--- config.mk ---
export PLATFORM = sky130hd
export DESIGN_NAME = riff_movi_frame_scanner_core
export DESIGN_NICKNAME = d
export VERILOG_FILES = /design/src/rtl/core/rmfs_pkg.sv /design/src/rtl/core/rmfs_front.sv /design/src/rtl/core/rmfs_queue.sv /design/src/rtl/core/rmfs_back.sv /design/src/rtl/core/riff_movi_frame_scanner_core.sv
export SDC_FILE = /design/constraint.sdc
export NUM_CORES = 1
export LEC_CHECK = 0
export ABC_AREA = 1
export BUFFER_PORTS_ARGS = -buffer_cell sky130_fd_sc_hd__buf_2
export CAP_MARGIN = 20
export CORE_UTILIZATION = 55
export DETAILED_ROUTE_END_ITERATION = 7
export PLACE_DENSITY = 0.73
export SLEW_MARGIN = 0
export SYNTH_ARGS = -nofsm -noshare
export SYNTH_HDL_FRONTEND = slang
export SYNTH_SLANG_ARGS = --single-unit
--- constraint.sdc ---
create_clock -name clk_i -period 12.38 [get_ports clk_i]
set_input_delay 0.619 -clock clk_i [delete_from_list [all_inputs] [get_ports clk_i]]
set_output_delay 0.619 -clock clk_i [all_outputs]
set_load 0.05 [all_outputs]
--- src/rtl/core/rmfs_pkg.sv ---
package rmfs_pkg;

  // Chunk id characters that mark a frame chunk
  localparam logic [7:0] CharD = 8'h64;
  localparam logic [7:0] CharC = 8'h63;
  localparam logic [7:0] CharB = 8'h62;

  // Frame counter limit
  localparam int unsigned CountW = 29;
  localparam logic [CountW-1:0] CountMax = {CountW{1'b1}};

  // Configuration register indexes
  localparam int unsigned CfgIdxW = 1;
  localparam logic [CfgIdxW-1:0] CfgBaseOffset   = 1'b0;
  localparam logic [CfgIdxW-1:0] CfgRegionLength = 1'b1;

  // Record kinds
  localparam logic KindFrame = 1'b0;
  localparam logic KindEnd   = 1'b1;

  // Event queue between the front and the back
  localparam int unsigned QueueDepth = 4;
  localparam int unsigned QueuePtrW  = $clog2(QueueDepth);
  localparam int unsigned QueueCntW  = $clog2(QueueDepth + 1);

  // One queue entry: the results that one byte caused
  typedef struct packed {
    logic              has_frame;
    logic              has_end;
    logic [31:0]       frame_offset;
    logic [31:0]       frame_size;
    logic [CountW-1:0] frame_index;
    logic [CountW-1:0] frame_total;
    logic              scan_status;
  } rmfs_entry_t;

  // Handshake between queue head and back end
  typedef struct packed {
    logic valid;
    logic pop;
  } rmfs_head_ctl_t;

endpackage

--- src/rtl/core/rmfs_front.sv ---
module rmfs_front
  import rmfs_pkg::*;
(
  input  logic                clk_i,
  input  logic                rst_ni,
  input  logic                cfg_valid_i,
  input  logic [CfgIdxW-1:0]  cfg_index_i,
  input  logic [31:0]         cfg_data_i,
  input  logic                accept_i,
  input  logic [7:0]          data_byte_i,
  output logic                push_o,
  output rmfs_entry_t         entry_o
);

  localparam logic [1:0] PhHeader  = 2'd0;
  localparam logic [1:0] PhSkip    = 2'd1;
  localparam logic [1:0] PhStopped = 2'd2;

  logic [31:0]       base_q, rlen_q;
  logic [1:0]        phase_q, phase_d;
  logic [31:0]       pos_q, pos_d;
  logic [63:0]       shift_q, shift_d;
  logic [2:0]        seen_q, seen_d;
  logic [32:0]       skip_q, skip_d;
  logic [CountW-1:0] frames_q, frames_d;

  logic [32:0]       end_pos, next_pos, pad_sum, pad_len, skip_dec;
  logic [63:0]       shift_new;
  logic [31:0]       hdr_id, hdr_size;
  logic [33:0]       reach;
  logic              hdr_done, overrun, is_frame, is_last;
  logic [CountW-1:0] frames_nx;

  // Decode header and region end for the current byte
  always_comb begin
    end_pos   = (rlen_q == 32'd0) ? {1'b1, 32'd0} : {1'b0, rlen_q};
    next_pos  = {1'b0, pos_q} + 33'd1;
    shift_new = {data_byte_i, shift_q[63:8]};
    hdr_id    = shift_new[31:0];
    hdr_size  = shift_new[63:32];
    hdr_done  = (phase_q == PhHeader) && (seen_q == 3'd7);
    reach     = {1'b0, next_pos} + {2'b00, hdr_size};
    overrun   = reach > {1'b0, end_pos};
    is_frame  = hdr_done && !overrun && (hdr_id[23:16] == CharD) &&
                ((hdr_id[31:24] == CharC) || (hdr_id[31:24] == CharB));
    pad_sum   = {1'b0, hdr_size} + 33'd1;
    pad_len   = {pad_sum[32:1], 1'b0};
    skip_dec  = (skip_q != 33'd0) ? skip_q - 33'd1 : skip_q;
    is_last   = next_pos >= end_pos;
    frames_nx = (is_frame && (frames_q != CountMax)) ? frames_q + CountW'(1) : frames_q;
  end

  // Advance the scan state
  always_comb begin
    phase_d  = phase_q;
    pos_d    = pos_q;
    shift_d  = shift_q;
    seen_d   = seen_q;
    skip_d   = skip_q;
    frames_d = frames_nx;
    case (phase_q)
      PhHeader: begin
        shift_d = shift_new;
        seen_d  = seen_q + 3'd1;
        if (hdr_done) begin
          shift_d = 64'd0;
          if (overrun) begin
            phase_d = PhStopped;
          end else begin
            skip_d  = pad_len;
            phase_d = (pad_len == 33'd0) ? PhHeader : PhSkip;
          end
        end
      end
      PhSkip: begin
        skip_d = skip_dec;
        if (skip_dec == 33'd0) begin
          phase_d = PhHeader;
        end
      end
      default: ;
    endcase
    if (is_last) begin
      phase_d  = PhHeader;
      pos_d    = 32'd0;
      shift_d  = 64'd0;
      seen_d   = 3'd0;
      skip_d   = 33'd0;
      frames_d = '0;
    end else begin
      pos_d = next_pos[31:0];
    end
  end

  // Build the queue entry for this byte
  always_comb begin
    entry_o.has_frame    = is_frame;
    entry_o.has_end      = is_last;
    entry_o.frame_offset = base_q + next_pos[31:0];
    entry_o.frame_size   = hdr_size;
    entry_o.frame_index  = frames_q;
    entry_o.frame_total  = frames_nx;
    entry_o.scan_status  = (frames_nx == '0);
    push_o               = accept_i && (is_frame || is_last);
  end

  // Hold configuration and scan state
  always_ff @(posedge clk_i or negedge rst_ni) begin
    if (!rst_ni) begin
      base_q   <= 32'd0;
      rlen_q   <= 32'd1;
      phase_q  <= PhHeader;
      pos_q    <= 32'd0;
      shift_q  <= 64'd0;
      seen_q   <= 3'd0;
      skip_q   <= 33'd0;
      frames_q <= '0;
    end else begin
      if (cfg_valid_i) begin
        case (cfg_index_i)
          CfgBaseOffset:   base_q <= cfg_data_i;
          CfgRegionLength: rlen_q <= cfg_data_i;
          default: ;
        endcase
      end
      if (accept_i) begin
        phase_q  <= phase_d;
        pos_q    <= pos_d;
        shift_q  <= shift_d;
        seen_q   <= seen_d;
        skip_q   <= skip_d;
        frames_q <= frames_d;
      end
    end
  end

endmodule

--- src/rtl/core/rmfs_queue.sv ---
module rmfs_queue
  import rmfs_pkg::*;
(
  input  logic           clk_i,
  input  logic           rst_ni,
  input  logic           push_i,
  input  rmfs_entry_t    entry_i,
  output logic           full_o,
  input  logic           pop_i,
  output logic           head_valid_o,
  output rmfs_entry_t    head_o
);

  rmfs_entry_t            slot_q [QueueDepth];
  logic [QueuePtrW-1:0]   wr_ptr_q, rd_ptr_q;
  logic [QueueCntW-1:0]   count_q;
  logic                   do_pop;

  assign full_o       = (count_q == QueueCntW'(QueueDepth));
  assign head_valid_o = (count_q != '0);
  assign head_o       = slot_q[rd_ptr_q];
  assign do_pop       = pop_i && head_valid_o;

  // Store entries
  always_ff @(posedge clk_i) begin
    if (push_i) begin
      slot_q[wr_ptr_q] <= entry_i;
    end
  end

  // Advance pointers and count
  always_ff @(posedge clk_i or negedge rst_ni) begin
    if (!rst_ni) begin
      wr_ptr_q <= '0;
      rd_ptr_q <= '0;
      count_q  <= '0;
    end else begin
      if (push_i) begin
        wr_ptr_q <= wr_ptr_q + QueuePtrW'(1);
      end
      if (do_pop) begin
        rd_ptr_q <= rd_ptr_q + QueuePtrW'(1);
      end
      if (push_i && !do_pop) begin
        count_q <= count_q + QueueCntW'(1);
      end else if (!push_i && do_pop) begin
        count_q <= count_q - QueueCntW'(1);
      end
    end
  end

endmodule

--- src/rtl/core/rmfs_back.sv ---
module rmfs_back
  import rmfs_pkg::*;
(
  input  logic              clk_i,
  input  logic              rst_ni,
  input  rmfs_entry_t       head_i,
  output rmfs_head_ctl_t    ctl_o,
  input  logic              head_valid_i,
  output logic              out_valid_o,
  input  logic              out_ready_i,
  output logic              record_kind_o,
  output logic [31:0]       frame_offset_o,
  output logic [31:0]       frame_size_o,
  output logic [CountW-1:0] frame_index_o,
  output logic [CountW-1:0] frame_total_o,
  output logic              scan_status_o,
  output logic              last_of_run_o
);

  logic second_q;
  logic send_end, beat_done;

  // Pick the beat to show from the head entry
  always_comb begin
    send_end       = head_i.has_end && (!head_i.has_frame || second_q);
    out_valid_o    = head_valid_i;
    record_kind_o  = send_end ? KindEnd : KindFrame;
    frame_offset_o = send_end ? 32'd0 : head_i.frame_offset;
    frame_size_o   = send_end ? 32'd0 : head_i.frame_size;
    frame_index_o  = send_end ? '0 : head_i.frame_index;
    frame_total_o  = send_end ? head_i.frame_total : '0;
    scan_status_o  = send_end ? head_i.scan_status : 1'b0;
    last_of_run_o  = send_end || !head_i.has_end;
    beat_done      = head_valid_i && out_ready_i;
    ctl_o.valid    = beat_done;
    ctl_o.pop      = beat_done && last_of_run_o;
  end

  // Track the second beat of an entry
  always_ff @(posedge clk_i or negedge rst_ni) begin
    if (!rst_ni) begin
      second_q <= 1'b0;
    end else if (ctl_o.valid) begin
      second_q <= !ctl_o.pop;
    end
  end

endmodule

--- src/rtl/core/riff_movi_frame_scanner_core.sv ---
// Channel | Signals                                   | Direction
// input   | in_valid_i, in_ready_o, data_byte_i       | byte stream in
// output  | out_valid_o, out_ready_i, record fields   | frame and end records out
// config  | cfg_valid_i, cfg_ready_o, cfg_index_i,    | register writes in
//         | cfg_data_i                                |
//
// One byte is taken per cycle; its state update finishes in the same cycle.
// Each byte with results puts one entry into a four-deep queue; the back end
// sends one beat per cycle while out_ready_i is high; a byte with a frame and
// an end record gives two beats. Input stalls only while the queue is full.
// Reset clears the scan state, sets base_offset 0 and region_length 1.
module riff_movi_frame_scanner_core
  import rmfs_pkg::*;
(
  input  logic               clk_i,
  input  logic               rst_ni,
  input  logic               cfg_valid_i,
  output logic               cfg_ready_o,
  input  logic [CfgIdxW-1:0] cfg_index_i,
  input  logic [31:0]        cfg_data_i,
  input  logic               in_valid_i,
  output logic               in_ready_o,
  input  logic [7:0]         data_byte_i,
  output logic               out_valid_o,
  input  logic               out_ready_i,
  output logic               record_kind_o,
  output logic [31:0]        frame_offset_o,
  output logic [31:0]        frame_size_o,
  output logic [CountW-1:0]  frame_index_o,
  output logic [CountW-1:0]  frame_total_o,
  output logic               scan_status_o,
  output logic               last_of_run_o
);

  logic           accept, push, full, head_valid;
  rmfs_entry_t    entry, head;
  rmfs_head_ctl_t head_ctl;

  assign cfg_ready_o = 1'b1;
  assign in_ready_o  = !full;
  assign accept      = in_valid_i && in_ready_o;

  rmfs_front u_front (
    .clk_i       (clk_i),
    .rst_ni      (rst_ni),
    .cfg_valid_i (cfg_valid_i),
    .cfg_index_i (cfg_index_i),
    .cfg_data_i  (cfg_data_i),
    .accept_i    (accept),
    .data_byte_i (data_byte_i),
    .push_o      (push),
    .entry_o     (entry)
  );

  rmfs_queue u_queue (
    .clk_i        (clk_i),
    .rst_ni       (rst_ni),
    .push_i       (push),
    .entry_i      (entry),
    .full_o       (full),
    .pop_i        (head_ctl.pop),
    .head_valid_o (head_valid),
    .head_o       (head)
  );

  rmfs_back u_back (
    .clk_i          (clk_i),
    .rst_ni         (rst_ni),
    .head_i         (head),
    .ctl_o          (head_ctl),
    .head_valid_i   (head_valid),
    .out_valid_o    (out_valid_o),
    .out_ready_i    (out_ready_i),
    .record_kind_o  (record_kind_o),
    .frame_offset_o (frame_offset_o),
    .frame_size_o   (frame_size_o),
    .frame_index_o  (frame_index_o),
    .frame_total_o  (frame_total_o),
    .scan_status_o  (scan_status_o),
    .last_of_run_o  (last_of_run_o)
  );

endmodule

==> Word-level counts from Yosys, hierarchy flattened <==
Memories as Yosys holds them, arrays and structs flattened.
Index checks and enable logic that the tools add are counted.
{ "op_classes": {"n_mux": 30, "n_shift": 0, "magnitude_cmp": 2, "n_eq_ne": 10, "n_mul": 0, "reduce_logical": 39, "bitwise_logic": 1, "div_mod_pow": 0, "add_sub_neg": 11} }
{ "ops": {"columns": ["operator", "count"], "rows": [
  ["$mux W64", 3],
  ["$mux W33", 5],
  ["$mux W29", 4],
  ["$mux W32", 3],
  ["$add A32 B1 Y33 const B", 2],
  ["$logic_not A33 Y1", 2],
  ["$pmux W33 S2", 1],
  ["$add A33 B32 Y34", 1],
  ["$gt A34 B33 Y1", 1],
  ["$ge A33 B33 Y1", 1],
  ["$reduce_bool A33 Y1", 1],
  ["$sub A33 B1 Y33 const B", 1],
  ["$add A32 B32 Y32", 1],
  ["$logic_not A32 Y1", 1],
  ["$add A29 B1 Y29 const B", 1],
  ["$logic_not A29 Y1", 1],
  ["$ne A29 B29 Y1 const B", 1],
  ["$eq A8 B7 Y1 const B", 3],
  ["$logic_and A1 B1 Y1", 13],
  ["$mux W3", 4],
  ["$mux W2", 4],
  ["$reduce_and A4 Y1", 2],
  ["$logic_not A1 Y1", 7],
  ["$add A3 B1 Y3 const B", 2],
  ["other kinds (14)", 28]
]} }
{ "word_totals": {"wordCells": 106, "n_memories": 1, "latch_bits": 0, "romBits": 0, "reg_bits": 235, "in_bits": 46, "ramBits": 500} }
{ "mem_list": {"columns": ["memory", "words", "word_bits", "read_ports", "rd_clocked_by_memory_dff", "write_ports", "line_no", "rtl"], "rows": [
  ["u_queue.slot_q", 4, 125, 1, 0, 1, "rmfs_queue.sv:14", "rmfs_entry_t slot_q [QueueDepth];"]
]} }

==> Longest topological paths before layout <==
{ "logic_depth": {"ltp_word": 13, "depth_mapped": 44} }

==> By module <==
A second synthesis with hierarchy kept.
{ "hier_totals": {"cells_unflattened": 4096, "area_unflattened_um2": 38201.6} }
{ "modules_own_cells": {"columns": ["module", "cells_per_inst", "seq_area_each_um2", "area_each_um2", "instances"], "rows": [
  ["rmfs_queue", 1513, 15189.6, 20448.4, 1],
  ["rmfs_front", 2303, 5081.1, 16628.4, 1],
  ["rmfs_back", 275, 25.0, 1099.8, 1],
  ["riff_movi_frame_scanner_core", 5, 0.0, 25.0, 1]
]} }

==> Worst setup path after synthesis <==
Ideal clock, no wire load.
{ "synth_path": {"kind": "register to register", "startpoint": "register u_front.pos_q[0]", "endpoint": "memory u_queue.slot_q[0][0] in the netlist's numbering (enable)", "path_slack_ps": 1841, "arrival_time_ps": 9928, "stages_incl_launch_ff": 32, "synth_period_minus_slack_ps": 10539, "setup_ps": 611, "cell_sequence": "dfrtp_1 -> ha_1 -> nand3_1 -> nor2_1 -> nand2_2 -> nor2_4 -> nand2_2 -> nor3_4 -> nand2_1 -> nor4_1 -> nand3_1 -> nor2_1 -> xor2_1 -> inv_1 -> ha_1 -> nand2_1 -> inv_1 -> nand2_1 -> o21ai_0 -> a21oi_1 -> xor2_1 -> ha_1 -> nand2_1 -> inv_1 -> nand4_1 -> nor4_1 -> o211ai_4 -> nand2_8 -> nand3_4 -> nand2_1 -> nand2_1 -> nor2_1"} }
{ "synth_between": {"elab_chain_cells": 11, "word_cells_on_any_way": 12, "classes_between": "add/sub: 2; order compare: 2; mux: 2; reduce/logical: 6"} }
{ "synth_rtl": {"columns": ["element", "line_no", "rtl"], "rows": [
  ["from (decl)", "rmfs_front.sv:21", "logic [31:0] pos_q, pos_d;"],
  ["from (signal assigned)", "rmfs_front.sv:128", "pos_q <= pos_d;"],
  ["$add A32 B1 Y33 (*)", "rmfs_front.sv:37", "next_pos = {1'b0, pos_q} + 33'd1;"],
  ["$add A33 B32 Y34", "rmfs_front.sv:42", "reach = {1'b0, next_pos} + {2'b00, hdr_size};"],
  ["$gt A34 B33 Y1", "rmfs_front.sv:43", "overrun = reach > {1'b0, end_pos};"],
  ["$logic_not A1 Y1", "rmfs_front.sv:44", "is_frame = hdr_done && !overrun && (hdr_id[23:16] == CharD) &&"],
  ["$logic_and A1 B1 Y1 (3 in a row)", "rmfs_front.sv:44", null],
  ["$logic_or A1 B1 Y1 (*)", "rmfs_front.sv:104", "push_o = accept_i && (is_frame || is_last);"],
  ["$logic_and A1 B1 Y1 (*)", "rmfs_front.sv:104", null],
  ["$mux W1 (*)", "rmfs_queue.sv:26", "if (push_i) begin"],
  ["$mux W1 (implied by the code) (*)", "rmfs_queue.sv:27", "slot_q[wr_ptr_q] <= entry_i;"],
  ["to (decl)", "rmfs_queue.sv:14", null]
]} }
Mark *: on every way between the ends. The rest lies on a longest branch, timed or not.

==> Worst setup path in the final report <==
{ "layout_path": {"startpoint": "register u_front.pos_q[0]", "endpoint": "memory u_queue.slot_q[3][110] in the netlist's numbering (enable)"} }
Same word-level chain as after synthesis.

==> impl_metrics.sql <==
INSERT INTO impl_metrics (metric_group, metric, value, unit) VALUES
('die', 'ios', '174', ''),
('status', 'status', 'complete, but fails checks', ''),
('global_route', 'grt_util_all_layers', '0.290', ''),
('timing', 'setup-violations-final', '0', ''),
('worst_setup_path', 'setup.worst_path.start_class', 'flip-flop', ''),
('timing', 'worst_slew_margin_rel', '0.271', ''),
('worst_setup_path', 'worst_path_max_delay_cell', 'sky130_fd_sc_hd__buf_4', ''),
('final_layout', 'diodes', '0', ''),
('timing', 'fin_crit', '8.13', 'ns'),
('clock_network', 'max-clock-path-buffers', '3', ''),
('timing', 'final_max_slew_viol_count', '0', ''),
('synth', 'synth_sequential_area_ratio', '0.561', ''),
('synth', 'ys.flop_type', 'sky130_fd_sc_hd__edfxtp_1', ''),
('synth', 'synth.avg_cell_area', '9.35', 'um^2'),
('synth', 'syn_area', '0.0362', 'mm^2'),
('final_layout', 'most-common-layout-cells', '692 x sky130_fd_sc_hd__nor2_1, 516 x sky130_fd_sc_hd__nand2_1, 500 x sky130_fd_sc_hd__edfxtp_1, 445 x sky130_fd_sc_hd__o21ai_0, 379 x sky130_fd_sc_hd__inv_1', ''),
('global_route', 'grt_start_max_net_pins', '200', ''),
('worst_setup_path', 'critical_path_required', '12.61', 'ns'),
('die', 'floorplan.die.width', '258', 'um'),
('die', 'initial_core_utilization', '0.559', ''),
('synth', 'synth_nets', '4061', ''),
('global_route', 'grt_pass1_vias', '26800', ''),
('timing', 'final.period_utilization', '0.656', ''),
('die', 'die-area', '0.0668', 'mm^2'),
('clock_network', 'clock_insertion_delay_worst_skew', '0.61', 'ns'),
('power_and_ir_drop', 'powerDensity', '286', 'mW/mm^2'),
('synth', 'yosysTopAreaCell', 'sky130_fd_sc_hd__edfxtp_1', ''),
('route', 'drtAntennaViolNets', '0', ''),
('route', 'drt-pass1-iter-count', '5', ''),
('timing', 'max_freq', '0.123', 'GHz'),
('final_layout', 'finalNetCount', '4187', ''),
('route', 'final_wl', '96.9', 'mm'),
('power_and_ir_drop', 'vdd.ir_drop.worst', '191', 'uV'),
('synth', 'syn_inst', '3869', ''),
('worst_setup_path', 'criticalPathCategory', 'reg -> reg', ''),
('final_layout', 'layout-area-overhead-vs-synth', '11.1', '%'),
('synth', 'synth_largest_type_area_fraction', '0.415', ''),
('final_layout', 'number_of_filler_cells_placed_in_the_layout', '5354', ''),
('clock_network', 'numClockSinks', '711', ''),
('worst_setup_path', 'critPathCaptureType', 'flip-flop', ''),
('timing', 'rsz0062_at_grt', 'false', ''),
('timing', 'final_count_of_hold_timing_violations', '6', ''),
('route', 'detail_route.drc_violations', '0', ''),
('global_route', 'grt_first_pass_wirelength', '150', 'mm'),
('final_layout', 'layout_cell_share_with_drive_strength_beyond_1', '0.0895', ''),
('synth', 'ys_async_rst_share', '0.297', ''),
('status', 'failed_checks', 'hold timing', ''),
('route', 'avgRoutedWirePerCell', '19.7', 'um'),
('timing', 'worst-slew-pin-transition', '1.09', 'ns'),
('synth', 'yosys-top-cells-area', 'sky130_fd_sc_hd__edfxtp_1 42%, sky130_fd_sc_hd__dfrtp_1 15%, sky130_fd_sc_hd__nor2_1 7.2%', ''),
('route', 'route.vias.total', '28000', ''),
('timing', 'final.hold.worst_slack', '-0.0170', 'ns'),
('worst_setup_path', 'path_max_fanout', '69', ''),
('clock_network', 'path_clk_slew', '0.06', 'ns'),
('synth', 'cell_variety_after_synth', '65', ''),
('worst_hold_path', 'hold_class', 'in -> async', ''),
('route', 'drt_iter0_drc', '2858', ''),
('worst_setup_path', 'critPathMaxStageDelay', '0.95', 'ns'),
('clock_network', 'clock_root_cell', 'sky130_fd_sc_hd__clkbuf_16', ''),
('timing', 'setup_tns', '0', 'ns'),
('clock_network', 'tritoncts', 'done', ''),
('worst_setup_path', 'worst_path_most_repeated_cell', 'sky130_fd_sc_hd__nand2_1', ''),
('clock_network', 'cts_made_buffers', '74', ''),
('clock_network', 'post_cts_resized', '0', ''),
('route', 'post_drt_via_cell_ratio', '5.71', ''),
('placed_design', 'portBuffers', '172', ''),
('die', 'die_height', '258', 'um'),
('final_layout', 'layout.cells.most_common', 'sky130_fd_sc_hd__nor2_1', ''),
('timing', 'timing.final.ws_setup', '4.25', 'ns'),
('die', 'placeableCoreArea', '0.0647', 'mm^2'),
('placed_design', 'place.detailed.hpwl', '65.1', 'mm');
[cell usage after synthesis (3+ instances only)]
cell	n
sky130_fd_sc_hd__nor2_1	697
sky130_fd_sc_hd__nand2_1	517
sky130_fd_sc_hd__edfxtp_1	500
sky130_fd_sc_hd__o21ai_0	445
sky130_fd_sc_hd__inv_1	381
sky130_fd_sc_hd__a21oi_1	238
sky130_fd_sc_hd__dfrtp_1	210
sky130_fd_sc_hd__ha_1	143
sky130_fd_sc_hd__clkbuf_1	120
sky130_fd_sc_hd__nand3_1	120
sky130_fd_sc_hd__xor2_1	116
sky130_fd_sc_hd__nand4_1	60
sky130_fd_sc_hd__nor3_1	56
sky130_fd_sc_hd__o22ai_1	45
sky130_fd_sc_hd__nor4_1	34
sky130_fd_sc_hd__xnor2_1	27
sky130_fd_sc_hd__buf_1	22
sky130_fd_sc_hd__a31oi_1	15
sky130_fd_sc_hd__a21boi_0	9
sky130_fd_sc_hd__a21o_1	8
sky130_fd_sc_hd__o21ai_1	8
sky130_fd_sc_hd__inv_2	7
sky130_fd_sc_hd__nor2_2	6
sky130_fd_sc_hd__buf_2	5
sky130_fd_sc_hd__a22oi_1	4
sky130_fd_sc_hd__nand2_2	4
sky130_fd_sc_hd__o21bai_1	4
sky130_fd_sc_hd__a211oi_1	3
sky130_fd_sc_hd__a21boi_1	3
sky130_fd_sc_hd__a221oi_1	3
sky130_fd_sc_hd__a31o_2	3
sky130_fd_sc_hd__and2_1	3
sky130_fd_sc_hd__fa_1	3
sky130_fd_sc_hd__nand3_2	3
sky130_fd_sc_hd__nand3b_1	3
sky130_fd_sc_hd__nand4_4	3
sky130_fd_sc_hd__nor2_4	3
sky130_fd_sc_hd__o21a_1	3
[where the power goes]
part,total [uW],internal [uW],switching (uW)
Sequential,3650,3190,464
Clock,2170,1260,910
Combinational,5670,1450,4220
Total,11500,5890,5600
[worst max-delay path: cells and delay by family, from the launching register on]
family / cells / cell delay (ns)
buffers and inverters: 5 / 1.96
xor gates and xnor gates: 2 / 0.37
and+or+nand+nor: 20 / 3.37
AOI/OAI and AO/OA: 3 / 0.68
adders and majority gates: 3 / 0.87
DFF: 1 / 0.42
[worst paths after layout]
| check | start | to | slack (ns) | cells past startpoint |
|---|---|---|---|---|
| setup / recovery | u_front.pos_q[0] | u_queue.slot_q[3][110] | 4.25 | 33 |
| hold / removal | rst_ni | u_front.skip_q[21] | -0.02 | 1 |
| max in group asynchronous | rst_ni | u_queue.rd_ptr_q[1] | 10.22 | 3 |
| hold reg to reg | u_front.base_q[31] | u_front.base_q[31] | 0.48 | 2 |
| setup reg to reg | u_front.pos_q[0] | u_queue.slot_q[3][110] | 4.25 | 33 |
| min in group clk_i | cfg_data_i[25] | u_front.base_q[25] | 0.27 | 3 |
[metrics by stage]
stage               utilization  area (um^2)  total power [uW]  cells  hold WS [ns]
floorplan                     -        36200              7660   3869         0.323
global placement          0.584        37800              9230   4772         0.465
detailed placement        0.584        37800              9310   4772         0.468
CTS                       0.621        40200             11500   4907        0.0196
global route              0.621        40200             12200   4909        0.0644
finish                    0.621        40200             11500   4909       -0.0170
[cell families (layout without fill, tap and decap cells)]
logic type | after synthesis | count (layout) | synth area share
flops | 711 | 711 | 0.561
compound gates | 805 | 805 | 0.118
fa+ha+maj | 146 | 146 | 0.0511
simple gates | 1523 | 1523 | 0.178
buf+inv | 538 | 723 | 0.0563
mux | 1 | 1 | 0.000311
xor+xnor | 144 | 144 | 0.0351
other cells | 1 | 1 | 0.000104
[state kept, by name, summed over array words and instances, names as in the netlist]
register          count
u_queue.rd_ptr_q      2
u_queue.count_q       3
u_front.rlen_q       32
u_front.base_q       32
u_front.frames_q     29
u_front.shift_q      40
u_back.second_q       1
u_queue.wr_ptr_q      2
u_front.skip_q       33
u_front.phase_q       2
u_queue.slot_q      500
u_front.seen_q        3
u_front.pos_q        32
[cell type report]
cell class                      instances  area, um^2  area share
Inverter                              389        1470      0.0365
Multi-Input combinational cell       2620       13900       0.345
Tap cell                              855        1070      0.0266
Clock inverter                         31         254     0.00632
Timing Repair Buffer                  199        1110      0.0276
Clock buffer                          104        2110      0.0525
Sequential cell                       711       20300       0.505
[per-layer routing]
metal  part of all wire  track usage  up-vias
li1                   -            -    13400
met1               0.41        0.385    13400
met2               0.48        0.486     1042
met3              0.070       0.0381      192
met4              0.034        0.112        0
met5                  0            0        -
(Power assumes the default switching activity.)
